[src/hdl/qmi_pkg.sv]
`timescale 1ns / 1ps
// ----------------------------------------------------------------------------
// qmi_pkg
// Shared widths, codes and controller/datapath interface types for the
// queue with middle insertion.
// ----------------------------------------------------------------------------
package qmi_pkg;

    localparam int DEFAULT_CAPACITY = 64;
    localparam int DATA_W           = 32;
    localparam int ACT_W            = 2;
    localparam int STAT_W           = 2;
    localparam int OCC_W            = 7;

    localparam logic [ACT_W-1:0] ACT_PUSH_BACK = 2'd0;
    localparam logic [ACT_W-1:0] ACT_PUSH_MID  = 2'd1;
    localparam logic [ACT_W-1:0] ACT_POP       = 2'd2;

    localparam logic [STAT_W-1:0] ST_OK    = 2'd0;
    localparam logic [STAT_W-1:0] ST_EMPTY = 2'd1;
    localparam logic [STAT_W-1:0] ST_FULL  = 2'd2;

    // Queue is kept as front half F followed by back half B,
    // with |F| = ceil(n/2) and |B| = floor(n/2) at rest.
    typedef enum logic [3:0] {
        OP_IGNORE,
        OP_FULL,
        OP_EMPTY,
        OP_PB_DIRECT,   // empty queue: value goes straight to F
        OP_PB_PLAIN,    // odd count: append to B
        OP_PB_MOVE,     // even count: append to B, move B front to F tail
        OP_MID_PLAIN,   // even count: append to F
        OP_MID_B_FRONT, // odd count: value becomes the new B front
        OP_POP_PLAIN,   // odd count: pop F front
        OP_POP_MOVE     // even count: pop F front, move B front to F tail
    } op_t;

    typedef struct packed {
        logic issue;    // transaction accepted this cycle, first memory step
        logic finish;   // second memory step, result is formed
        op_t  op;
    } cmd_t;

    typedef struct packed {
        logic empty;
        logic full;
        logic even;
    } dp_status_t;

endpackage

[src/hdl/qmi_ram.sv]
`timescale 1ns / 1ps
// ----------------------------------------------------------------------------
// qmi_ram
// Simple dual-port RAM, one write and one registered read port.
// ----------------------------------------------------------------------------
module qmi_ram #(
    parameter int WIDTH = 32,
    parameter int DEPTH = 64
) (
    input  logic                     clk,
    input  logic                     wr_en,
    input  logic [$clog2(DEPTH)-1:0] wr_addr,
    input  logic [WIDTH-1:0]         wr_data,
    input  logic                     rd_en,
    input  logic [$clog2(DEPTH)-1:0] rd_addr,
    output logic [WIDTH-1:0]         rd_data
);

    logic [WIDTH-1:0] mem [DEPTH];

    always_ff @(posedge clk)
    begin
        if (wr_en)
        begin
            mem[wr_addr] <= wr_data;
        end
        if (rd_en)
        begin
            rd_data <= mem[rd_addr];
        end
    end

endmodule

[src/hdl/qmi_ctrl.sv]
`timescale 1ns / 1ps
// ----------------------------------------------------------------------------
// qmi_ctrl
// Controller: input/output handshake and the two-step sequence per
// transaction.
// ----------------------------------------------------------------------------
module qmi_ctrl (
    input  logic                      clk,
    input  logic                      rst_n,
    input  logic                      in_valid,
    output logic                      in_stall,
    input  logic [qmi_pkg::ACT_W-1:0] action,
    output logic                      out_valid,
    input  logic                      out_stall,
    input  qmi_pkg::dp_status_t       dp_status,
    output qmi_pkg::cmd_t             cmd
);

    typedef enum logic {
        IDLE,
        WORK
    } state_t;

    state_t        state_reg;
    qmi_pkg::op_t  op_reg;
    qmi_pkg::op_t  op_next;
    logic          out_valid_reg;
    logic          ready;
    logic          accept;

    always_comb
    begin
        op_next = qmi_pkg::OP_IGNORE;
        case (action)
            qmi_pkg::ACT_PUSH_BACK:
            begin
                if (dp_status.full)
                    op_next = qmi_pkg::OP_FULL;
                else if (dp_status.empty)
                    op_next = qmi_pkg::OP_PB_DIRECT;
                else if (dp_status.even)
                    op_next = qmi_pkg::OP_PB_MOVE;
                else
                    op_next = qmi_pkg::OP_PB_PLAIN;
            end
            qmi_pkg::ACT_PUSH_MID:
            begin
                if (dp_status.full)
                    op_next = qmi_pkg::OP_FULL;
                else if (dp_status.even)
                    op_next = qmi_pkg::OP_MID_PLAIN;
                else
                    op_next = qmi_pkg::OP_MID_B_FRONT;
            end
            qmi_pkg::ACT_POP:
            begin
                if (dp_status.empty)
                    op_next = qmi_pkg::OP_EMPTY;
                else if (dp_status.even)
                    op_next = qmi_pkg::OP_POP_MOVE;
                else
                    op_next = qmi_pkg::OP_POP_PLAIN;
            end
            default:
            begin
                op_next = qmi_pkg::OP_IGNORE;
            end
        endcase
    end

    // idle, and the result slot is free or is emptied at this edge
    assign ready     = (state_reg == IDLE) && (!out_valid_reg || !out_stall);
    assign in_stall  = !ready;
    assign accept    = in_valid && ready;
    assign out_valid = out_valid_reg;

    assign cmd.issue  = accept;
    assign cmd.finish = (state_reg == WORK);
    assign cmd.op     = (state_reg == IDLE) ? op_next : op_reg;

    always_ff @(posedge clk or negedge rst_n)
    begin
        if (!rst_n)
        begin
            state_reg     <= IDLE;
            op_reg        <= qmi_pkg::OP_IGNORE;
            out_valid_reg <= 1'b0;
        end
        else
        begin
            case (state_reg)
                IDLE:
                begin
                    if (out_valid_reg && !out_stall)
                        out_valid_reg <= 1'b0;
                    if (accept)
                    begin
                        op_reg    <= op_next;
                        state_reg <= WORK;
                    end
                end
                WORK:
                begin
                    out_valid_reg <= 1'b1;
                    state_reg     <= IDLE;
                end
                default:
                begin
                    state_reg <= IDLE;
                end
            endcase
        end
    end

    a_issue_then_finish: assert property (@(posedge clk) disable iff (!rst_n)
        cmd.issue |=> cmd.finish)
        else $error("second step did not follow an accepted transaction");

    a_finish_gives_result: assert property (@(posedge clk) disable iff (!rst_n)
        cmd.finish |=> (out_valid && !cmd.finish))
        else $error("result not presented after second step");

    a_no_overwrite: assert property (@(posedge clk) disable iff (!rst_n)
        cmd.finish |-> !out_valid)
        else $error("result register overwritten while still pending");

endmodule

[src/hdl/qmi_dp.sv]
`timescale 1ns / 1ps
// ----------------------------------------------------------------------------
// qmi_dp
// Datapath: front-half and back-half ring buffers, pointers, count and
// result register.
// ----------------------------------------------------------------------------
module qmi_dp #(
    parameter int CAPACITY = qmi_pkg::DEFAULT_CAPACITY
) (
    input  logic                              clk,
    input  logic                              rst_n,
    input  qmi_pkg::cmd_t                     cmd,
    input  logic signed [qmi_pkg::DATA_W-1:0] value,
    output qmi_pkg::dp_status_t               dp_status,
    output logic signed [qmi_pkg::DATA_W-1:0] front_value,
    output logic [qmi_pkg::STAT_W-1:0]        status,
    output logic [qmi_pkg::OCC_W-1:0]         occupancy
);

    localparam int AW = $clog2(CAPACITY);
    localparam int PW = AW + 1;
    localparam int CW = $clog2(CAPACITY + 1);
    localparam int DW = qmi_pkg::DATA_W;

    logic [CW-1:0] count_reg;
    logic [CW-1:0] count_next;
    logic [AW-1:0] f_head_reg;
    logic [AW-1:0] f_head_next;
    logic [AW-1:0] b_head_reg;
    logic [AW-1:0] b_head_next;
    logic [DW-1:0] value_reg;

    logic signed [DW-1:0]          front_reg;
    logic [qmi_pkg::STAT_W-1:0]    status_reg;
    logic [qmi_pkg::OCC_W-1:0]     occ_reg;

    logic [CW-1:0] f_cnt;
    logic [CW-1:0] b_cnt;
    logic [AW-1:0] f_tail;
    logic [AW-1:0] b_tail;

    logic          f_wr_en, f_rd_en, b_wr_en, b_rd_en;
    logic [AW-1:0] f_wr_addr, f_rd_addr, b_wr_addr, b_rd_addr;
    logic [DW-1:0] f_wr_data, b_wr_data, f_rd_data, b_rd_data;

    function automatic logic [AW-1:0] ptr_add(input logic [AW-1:0] p, input logic [CW-1:0] n);
        logic [PW-1:0] s;
        s = {1'b0, p} + PW'(n);
        if (s >= PW'(CAPACITY))
            s = s - PW'(CAPACITY);
        return s[AW-1:0];
    endfunction

    function automatic logic [AW-1:0] ptr_inc(input logic [AW-1:0] p);
        return (p == AW'(CAPACITY - 1)) ? '0 : p + 1'b1;
    endfunction

    function automatic logic [AW-1:0] ptr_dec(input logic [AW-1:0] p);
        return (p == '0) ? AW'(CAPACITY - 1) : p - 1'b1;
    endfunction

    assign f_cnt  = (count_reg + 1'b1) >> 1;
    assign b_cnt  = count_reg >> 1;
    assign f_tail = ptr_add(f_head_reg, f_cnt);
    assign b_tail = ptr_add(b_head_reg, b_cnt);

    assign dp_status.empty = (count_reg == '0);
    assign dp_status.full  = (count_reg >= CW'(CAPACITY));
    assign dp_status.even  = !count_reg[0];

    // memory port steering for both steps of a transaction
    always_comb
    begin
        f_wr_en   = 1'b0;
        f_wr_addr = f_tail;
        f_wr_data = value;
        f_rd_en   = 1'b0;
        f_rd_addr = f_head_reg;
        b_wr_en   = 1'b0;
        b_wr_addr = b_tail;
        b_wr_data = value;
        b_rd_en   = 1'b0;
        b_rd_addr = b_head_reg;
        if (cmd.issue)
        begin
            case (cmd.op)
                qmi_pkg::OP_PB_DIRECT,
                qmi_pkg::OP_MID_PLAIN:
                begin
                    f_wr_en = 1'b1;
                end
                qmi_pkg::OP_PB_PLAIN:
                begin
                    b_wr_en = 1'b1;
                end
                qmi_pkg::OP_PB_MOVE:
                begin
                    b_wr_en = 1'b1;
                    b_rd_en = 1'b1;
                end
                qmi_pkg::OP_POP_PLAIN:
                begin
                    f_rd_en = 1'b1;
                end
                qmi_pkg::OP_POP_MOVE:
                begin
                    f_rd_en = 1'b1;
                    b_rd_en = 1'b1;
                end
                default:
                begin
                end
            endcase
        end
        else if (cmd.finish)
        begin
            case (cmd.op)
                qmi_pkg::OP_PB_MOVE,
                qmi_pkg::OP_POP_MOVE:
                begin
                    // pop keeps the old head here, so f_tail is the new tail slot
                    f_wr_en   = 1'b1;
                    f_wr_data = b_rd_data;
                end
                qmi_pkg::OP_MID_B_FRONT:
                begin
                    b_wr_en   = 1'b1;
                    b_wr_addr = ptr_dec(b_head_reg);
                    b_wr_data = value_reg;
                end
                default:
                begin
                end
            endcase
        end
    end

    always_comb
    begin
        count_next  = count_reg;
        f_head_next = f_head_reg;
        b_head_next = b_head_reg;
        case (cmd.op)
            qmi_pkg::OP_PB_DIRECT,
            qmi_pkg::OP_PB_PLAIN,
            qmi_pkg::OP_MID_PLAIN:
            begin
                count_next = count_reg + 1'b1;
            end
            qmi_pkg::OP_PB_MOVE:
            begin
                count_next  = count_reg + 1'b1;
                b_head_next = ptr_inc(b_head_reg);
            end
            qmi_pkg::OP_MID_B_FRONT:
            begin
                count_next  = count_reg + 1'b1;
                b_head_next = ptr_dec(b_head_reg);
            end
            qmi_pkg::OP_POP_PLAIN:
            begin
                count_next  = count_reg - 1'b1;
                f_head_next = ptr_inc(f_head_reg);
            end
            qmi_pkg::OP_POP_MOVE:
            begin
                count_next  = count_reg - 1'b1;
                f_head_next = ptr_inc(f_head_reg);
                b_head_next = ptr_inc(b_head_reg);
            end
            default:
            begin
            end
        endcase
    end

    always_ff @(posedge clk or negedge rst_n)
    begin
        if (!rst_n)
        begin
            count_reg  <= '0;
            f_head_reg <= '0;
            b_head_reg <= '0;
        end
        else if (cmd.finish)
        begin
            count_reg  <= count_next;
            f_head_reg <= f_head_next;
            b_head_reg <= b_head_next;
        end
    end

    always_ff @(posedge clk)
    begin
        if (cmd.issue)
        begin
            value_reg <= value;
        end
        if (cmd.finish)
        begin
            occ_reg <= qmi_pkg::OCC_W'(count_next);
            if (cmd.op == qmi_pkg::OP_POP_PLAIN || cmd.op == qmi_pkg::OP_POP_MOVE)
                front_reg <= f_rd_data;
            else
                front_reg <= '0;
            if (cmd.op == qmi_pkg::OP_FULL)
                status_reg <= qmi_pkg::ST_FULL;
            else if (cmd.op == qmi_pkg::OP_EMPTY)
                status_reg <= qmi_pkg::ST_EMPTY;
            else
                status_reg <= qmi_pkg::ST_OK;
        end
    end

    assign front_value = front_reg;
    assign status      = status_reg;
    assign occupancy   = occ_reg;

    qmi_ram #(
        .WIDTH (DW),
        .DEPTH (CAPACITY)
    ) u_front_ram (
        .clk     (clk),
        .wr_en   (f_wr_en),
        .wr_addr (f_wr_addr),
        .wr_data (f_wr_data),
        .rd_en   (f_rd_en),
        .rd_addr (f_rd_addr),
        .rd_data (f_rd_data)
    );

    qmi_ram #(
        .WIDTH (DW),
        .DEPTH (CAPACITY)
    ) u_back_ram (
        .clk     (clk),
        .wr_en   (b_wr_en),
        .wr_addr (b_wr_addr),
        .wr_data (b_wr_data),
        .rd_en   (b_rd_en),
        .rd_addr (b_rd_addr),
        .rd_data (b_rd_data)
    );

    a_count_bound: assert property (@(posedge clk) disable iff (!rst_n)
        count_reg <= CW'(CAPACITY))
        else $error("entry count above capacity");

    a_pop_nonempty: assert property (@(posedge clk) disable iff (!rst_n)
        (cmd.finish && (cmd.op == qmi_pkg::OP_POP_PLAIN || cmd.op == qmi_pkg::OP_POP_MOVE))
        |-> (count_reg != '0))
        else $error("pop issued on an empty queue");

endmodule

[src/hdl/queue_with_middle_insert.sv]
`timescale 1ns / 1ps
// ----------------------------------------------------------------------------
// queue_with_middle_insert
// Bounded queue of signed values with push-back, push-middle and pop-front.
// ----------------------------------------------------------------------------
// Each transaction runs in an issue step and a finish step: the queue is held
// as a front half and a back half in two RAMs, and keeping the halves balanced
// may move one entry between them, a read on one RAM's registered read port
// followed by a write into the other. One result comes out per transaction;
// while a result waits under out_stall the next transaction is held off, else
// a new one is taken once the last has finished. No clearing pass after reset.
module queue_with_middle_insert #(
    parameter int CAPACITY = qmi_pkg::DEFAULT_CAPACITY
) (
    input  logic                              clk,
    input  logic                              rst_n,
    input  logic                              in_valid,
    output logic                              in_stall,
    input  logic [qmi_pkg::ACT_W-1:0]         action,
    input  logic signed [qmi_pkg::DATA_W-1:0] value,
    output logic                              out_valid,
    input  logic                              out_stall,
    output logic signed [qmi_pkg::DATA_W-1:0] front_value,
    output logic [qmi_pkg::STAT_W-1:0]        status,
    output logic [qmi_pkg::OCC_W-1:0]         occupancy
);

    qmi_pkg::cmd_t       cmd;
    qmi_pkg::dp_status_t dp_status;

    qmi_ctrl u_ctrl (
        .clk       (clk),
        .rst_n     (rst_n),
        .in_valid  (in_valid),
        .in_stall  (in_stall),
        .action    (action),
        .out_valid (out_valid),
        .out_stall (out_stall),
        .dp_status (dp_status),
        .cmd       (cmd)
    );

    qmi_dp #(
        .CAPACITY (CAPACITY)
    ) u_dp (
        .clk         (clk),
        .rst_n       (rst_n),
        .cmd         (cmd),
        .value       (value),
        .dp_status   (dp_status),
        .front_value (front_value),
        .status      (status),
        .occupancy   (occupancy)
    );

endmodule

[config.mk]
export PLATFORM = sky130hd
export DESIGN_NAME = queue_with_middle_insert
export DESIGN_NICKNAME = d
export VERILOG_FILES = /design/src/hdl/qmi_pkg.sv /design/src/hdl/qmi_ram.sv /design/src/hdl/qmi_ctrl.sv /design/src/hdl/qmi_dp.sv /design/src/hdl/queue_with_middle_insert.sv
export SDC_FILE = /design/constraint.sdc
export NUM_CORES = 2
export LEC_CHECK = 0
export BUFFER_PORTS_ARGS = -buffer_cell sky130_fd_sc_hd__buf_2
export CAP_MARGIN = 10
export CORE_MARGIN = 2
export CORE_UTILIZATION = 57
export CTS_CLUSTER_SIZE = 28
export DETAILED_ROUTE_END_ITERATION = 12
export PLACE_DENSITY_LB_ADDON = 0.3
export SYNTH_ARGS = -nofsm -noshare
export SYNTH_HDL_FRONTEND = slang
export SYNTH_SLANG_ARGS = --single-unit
[constraint.sdc]
create_clock -name clk -period 6.9 [get_ports clk]
set_clock_uncertainty 0.15 [all_clocks]
set_input_delay 1.035 -clock clk [delete_from_list [all_inputs] [get_ports clk]]
set_output_delay 1.035 -clock clk [all_outputs]
set_load 0.01 [all_outputs]
-- Yosys cells after proc, flatten, opt, wreduce, memory -nomap -nowiden
Memories as Yosys holds them, arrays and structs flattened. A register that Yosys moved wholly into a read port is not among the register bits.
Cells that the tools add are included.
W data, S select, Z words.
- bits in writable memories: 4096
- input port bits: 38
- register bits: 98
- memories: 2
- logic and storage cells: 104
- memories (name ; words ; width ; read ports ; clocked after memory_dff ; wr ports ; RTL line ; text):
    u_dp.u_back_ram.mem ; 64 ; 32 ; 1 ; 1 ; 1 ; qmi_ram.sv:19 ; logic [WIDTH-1:0] mem [DEPTH];
    u_dp.u_front_ram.mem ; 64 ; 32 ; 1 ; 1 ; 1 ; qmi_ram.sv:19 ;
- equal/unequal tests: 14
- bitwise logic cells: 1
- add/subtract/negate cells: 9
- muxes and demuxes: 45
- reduce and logical (&&, ||, !) cells: 20
- order comparisons: 3
- operator list (operator ; count):
    $mux W32 ; 6
    $mux W6 ; 8
    $ge A7 B7 Y1 const B ; 3
    $mux W1 ; 21
    $mux W4 ; 5
    $sub A6 B1 Y6 const B ; 3
    $eq A4 B3 Y1 const B ; 4
    $add A6 B6 Y7 ; 2
    $pmux W7 S2 ; 1
    $add A6 B1 Y6 const B ; 2
    $eq A6 B6 Y1 const B ; 2
    $pmux W4 S3 ; 1
    $pmux W6 S2 ; 1
    $eq A4 B2 Y1 const B ; 2
    $eq A4 B4 Y1 const B ; 2
    $reduce_or A2 Y1 ; 4
    $add A7 B1 Y7 const B ; 1
    $logic_not A7 Y1 ; 1
    $sub A7 B1 Y7 const B ; 1
    $logic_not A6 Y1 ; 1
    $reduce_and A2 Y1 ; 3
    $reduce_or A5 Y1 ; 1
    $eq A4 B1 Y1 const B ; 1
    $pmux W1 S2 ; 2
    other kinds (9) ; 14

-- Logic depth before layout (Yosys ltp)
- depth after elaboration: 12
- mapped depth: 14

-- Hierarchy
A second synthesis with hierarchy kept.
- cells, all modules: 7145
- area total of the unflattened synthesis: 163548.1 um2
- modules (own cells, without submodules) (module ; area an instance (um2) ; instances ; cells each):
    qmi_ram ; 78835.6 ; 2 ; 3324
    qmi_dp ; 5480.3 ; 1 ; 455
    qmi_ctrl ; 396.6 ; 1 ; 42

-- Least setup slack after synthesis
No wires, ideal clock.
- kind: register to register
- start: register u_ctrl.state_reg
- end: memory u_dp.u_front_ram.mem[13][0] (enable)
- clock period less this slack: 6758 ps
- arrival time: 6106 ps
- path buffers: 2
- setup slack: 142 ps
- stages on the path, launching flop included: 9
- setup time: 502 ps
- cells stage by stage: dfrtp_1 -> clkbuf_1 -> inv_1 -> nand3_1 -> inv_1 -> o211a_4 -> o31ai_4 -> buf_6 -> nor4_1
- elaborated cells between the ends (all ways): 16
- those cells by class: eq/ne: 4; mux: 7; bitwise: 1; reduce/logical: 4
- RTL lines (element ; RTL line ; text):
    start: declaration ; qmi_ctrl.sv:24 ; state_t state_reg;
    start signal: assignment ; qmi_ctrl.sv:85 ; state_reg <= IDLE;
    start signal: assignment ; qmi_ctrl.sv:99 ; state_reg <= WORK;
    start signal: assignment ; qmi_ctrl.sv:105 ; state_reg <= IDLE;
    $not A1 Y1 ; - ;
    $logic_and A1 B1 Y1 ; qmi_ctrl.sv:72 ; assign ready = (state_reg == IDLE) && (!out_valid_reg || !out_stall);
    $logic_and A1 B1 Y1 ; qmi_ctrl.sv:74 ; assign accept = in_valid && ready;
    via u_ctrl.accept ; qmi_ctrl.sv:29 ; logic accept;
    $mux W1 ; qmi_dp.sv:84 ; if (cmd.issue)
    $mux W1 ; qmi_ram.sv:23 ; if (wr_en)
    $mux W1 (not written as such) ; qmi_ram.sv:25 ; mem[wr_addr] <= wr_data;
    end: declaration ; qmi_ram.sv:19 ;
The timed path passes the listed nets, and every way through them passes these cells.

-- Final worst setup path
- start: register u_ctrl.state_reg
- end: memory u_dp.u_back_ram.mem[34][31] (enable)
- longest elaborated chain between the ends: 7
- elaborated cells between the ends (all ways): 17
- those cells by class: eq/ne: 3; mux: 10; bitwise: 1; reduce/logical: 3
- RTL lines (element ; RTL line ; text):
    $mux W4 ; qmi_ctrl.sv:79 ; assign cmd.op = (state_reg == IDLE) ? op_next : op_reg;
    $eq A4 B3 Y1, on equally long branches ; qmi_dp.sv:117, qmi_dp.sv:86 ;
    $mux W1 or $reduce_or A2 Y1 (tied branches) ; - ;
    $mux W1, on equally long branches ; qmi_dp.sv:115, qmi_dp.sv:86 ;
    $mux W1 ; qmi_dp.sv:84 ;
    $mux W1 ; qmi_ram.sv:23 ;
    $mux W1 (not written as such) ; qmi_ram.sv:25 ;
    end: declaration ; qmi_ram.sv:19 ;
Several ways; a longest one is shown, not always the timed one.

==> results.md <==
- met2 is the most crowded layer.
- The detail route stage leaves a number of antenna-violating nets equal to 0.
- The number of instances in the synthesized netlist is 6870.
- Of the post-synthesis cell area, the dominant cell type holds 77.7%.
- The first-pass GRT wire length is 582 mm.
- The final critical path takes up 72.0% of the cycle.
- The floorplan step set the die height to 540 um.
- Counting flops with an async set or reset pin after synthesis yields a share of 0.587%.
- The share of total power in the clock network is 31.4%.
- The flip-flop cell with the highest count after synthesis is sky130_fd_sc_hd__edfxtp_1.
- The initial antenna violation count is 20.
- The endpoint required time on the critical path is 7.37 ns.
- The transition at the pin with the smallest max-transition slack is 1.31 ns.
- The initial core utilization is 57.3%.
- The routed design has 412 mm of wire.
- Sequential cells burn 43.0% of the power.
- Dividing the detail-routed wire length by the instance count gives 36.3 um.
- The largest individual stage delay along the critical path comes from the cell sky130_fd_sc_hd__dfrtp_4.
- In this run the tightest slew margin relative to its limit is 12.9%.
- The number of placement rows is 196.
- The number of storage elements in the synthesis netlist is 4258.
- The most common cell in the netlist is sky130_fd_sc_hd__edfxtp_1.
- The classification of the worst setup path is register to register.
- The critical path's top delay family is simple AND/OR/NAND/NOR gates.
- For met3 alone, demand over resource in global routing was 4.77%.
- The instance area at placement is 170000 um2.
- The worst reg-to-reg setup slack is 1.93 ns.
- Of the cells placed in the final design, the portion with a size suffix greater than 1 is 32.0%.
- Summing over every cut layer, the via total after detailed routing is 78200.
- The number of clock sinks is 4258.
- In this run, synthesis inferred 4233 flip-flops with an integrated enable.
- The total iterations of the first detailed-routing run is 6.
- The switching power total is 21400 uW.
- The worst setup path is captured at a register.
- The number of design rule violations left after detail routing is 0.
- The internal power is 50000 uW.
- Derived from the worst setup path, the maximum achievable clock frequency is 0.201 GHz.
- In this design, the critical path's most frequently occurring cell is sky130_fd_sc_hd__buf_4.
- The number of buffers inserted by post-CTS setup repair is 0.
- The via count normalized by instance count is 6.89.
- Counting the buffers created by CTS gives 413.
- Data on the critical path arrives at its endpoint at 5.44 ns.
- Global routing used 41.1% of the available met1 tracks.
- The number of max-slew violations in the final report was 0.
- The worst-case IR drop observed on VDD is 0.562 mV.
- Summing every instance area after synthesis gives 164000 um2.
- The final global-route overflow total is 0.
- Routability-driven placement finished with a final weighted congestion of 0.920.
- In the global route stage, overall resource usage came out at 28.3%.
- At the end of the flow, the number of nets in the layout was 7299.
- The kind of launch point of the worst setup path is a register.
- The number of instances resized during post-cts repair is 0.
- The power density normalized to cell area is 389 nW/um2.
- Entering global routing, the biggest net connects 132 pins.
- The number of nets produced by synthesis is 6926.
- The distinct cell type count of the synthesized netlist is 74.
- For this run, the number of Yosys warnings is 0.
- The largest registers in the layout are u_dp.u_back_ram.mem: 2048 flops, u_dp.u_front_ram.mem: 2048 flops.
- Of the synthesized area, sequential elements account for 78.1%.
- The kind of path behind the tightest hold check is primary input to register.
- After synthesis, the most frequently instantiated cells are 4233 x sky130_fd_sc_hd__edfxtp_1, 1275 x sky130_fd_sc_hd__mux4_2, 308 x sky130_fd_sc_hd__nand2_1.
- The maximum root-to-sink buffer count is 4.
- The critical path contains buffers and inverters numbering 2 combined.
- The CTS root buffer is sky130_fd_sc_hd__clkbuf_16.
- The total half-perimeter wirelength after legalization and detailed placement is 234 mm.
- The met2 track utilization from global routing is 43.9%.
- The time the worst path needs with I/O delays and setup is 4.97 ns.
- Combinational logic is responsible for 25.7% of the overall power.
- The cell type contributing the most total cell area after synthesis is sky130_fd_sc_hd__edfxtp_1.
- On the worst path, the slowest cell contributes a delay of 1.00 ns.
- The run finished with clean final reports.
- Measured along the x axis, the die boundary spans 540 um.
- The number of max-capacitance violations reported is 0.
- The count of buffers added on input and output ports is 80.
- After clock tree synthesis, the clock-pin slew on the worst setup and hold paths is 0.06 ns.
- The number of H-tree branching levels is 5.
- After routing, the total negative slack on setup checks comes to 0 ns.
- Yosys attributes the largest share of cell area to sky130_fd_sc_hd__edfxtp_1 78%, sky130_fd_sc_hd__mux4_2 18%, sky130_fd_sc_hd__nand2_1 0.71%.
- The TritonCTS clock tree is built.
- Setup repair after global routing left no endpoint under its margin.
- The detailed router finished its first iteration with 12300 violations.
- The mean area per synthesized cell is 23.8 um2.
- The switching part of the total is 30.0%.
- From synthesis to final layout, the design area changed by 12.5%.
- The via count of the first global-routing pass is 76700.
- The final count of negative-setup-slack endpoints is 0.
- The number of failing hold endpoints at the final stage came to 0.
- The area enclosed by the die boundary is 291000 um2.
- The cell leakage power is 0.0568 uW.
- The peak fanout along the critical path is 73.
- Clock latency on the worst-skew pair, taken at its later pin, is 1.00 ns.
- Walking the worst path, the cells encountered are and3b_1, nand3_2, buf_4, or3_1, o32ai_1, nand2_1, nor2_4, buf_4.
- The core area is 285000 um2.
- Once layout is done, the placed cells without fillers occupy 184000 um2.
- The boundary pin count is 81.
## power groups by stage
stage	sequential, uW	clock (uW)	combinational (uW)
final	30700	22400	18400
after global routing	30800	23600	19100
after CTS	30700	22600	18300
after detailed placement	31200	0	18200
after global placement	31200	0	17900
after floorplan	30900	0	11800
## repair_timing
action,CTS,global route
setup endpoints to repair,0,0
hold buffers,1,0
endpoints found under the hold margin,25,0
## cell families after synthesis
kind of cell / after synthesis / share of synthesized area (%)
adder cells (fa/ha/maj): 18 / 0.147
XOR/XNOR: 33 / 0.177
flip-flops: 4258 / 78.1
AND/OR/NAND/NOR: 606 / 1.70
AO/OA/AOI/OAI: 267 / 1.24
multiplexers: 1283 / 17.6
buffers and inverters: 405 / 1.06
## final cells by class
cell class                      count  area [um2]
Antenna cell                       11        27.5
Clock buffer                      506       10700
Clock inverter                    253        2730
Fill cell                       17800      101000
Inverter                           14        52.6
Multi-Input combinational cell   2207       35300
Sequential cell                  4258      128000
Tap cell                         3762        4710
Timing Repair Buffer              349        2660
## through the flow
step	worst slack (ns)	utilization [%]	total power (uW)	instances	hold slack [ns]
final	1.93	64.5	71500	11400	0.164
after detailed placement	1.92	59.7	49400	10600	0.389
after CTS	1.98	64.4	71600	11300	0.104
after global routing	1.80	64.5	73500	11400	0.137
after floorplan	0.142	-	42700	6870	0.359
after global placement	1.88	59.7	49100	10600	0.385
## final timing paths
check | start | to | cells past startpoint
max in group asynchronous | rst_n | u_dp.b_head_reg[1] | 2
worst min register to register | u_dp.u_front_ram.rd_data[2] | u_dp.front_value[2] | 1
worst min-delay path | value[17] | u_dp.value_reg[17] | 1
worst max register to register | u_ctrl.state_reg | u_dp.u_back_ram.mem[34][31] | 8
worst max-delay path | u_ctrl.state_reg | u_dp.u_back_ram.mem[34][31] | 8
min in group asynchronous | rst_n | u_dp.f_head_reg[1] | 2
## per-layer routing
layer  up-vias  wire length [um]
li1      30400                 -
met4         8             18100
met5         -                49
met2      5332            197000
met1     41800            152000
met3       696             44400
## cell usage in the layout (no fill, tap or decap), types with 53 or more instances in the layout
cell                        synthesis  layout
sky130_fd_sc_hd__clkbuf_1         212      92
sky130_fd_sc_hd__clkinv_1           0     100
sky130_fd_sc_hd__buf_4              4     250
sky130_fd_sc_hd__nand2_1          308     244
sky130_fd_sc_hd__clkinv_2           0      66
sky130_fd_sc_hd__edfxtp_1        4233    4233
sky130_fd_sc_hd__a22oi_1          105     105
sky130_fd_sc_hd__clkbuf_16          0     414
sky130_fd_sc_hd__nor4_2             0      64
sky130_fd_sc_hd__buf_2            109      80
sky130_fd_sc_hd__nor2_4             0      53
sky130_fd_sc_hd__mux4_2          1275    1275
No activity file was read; power rests on OpenSTA's default activity.
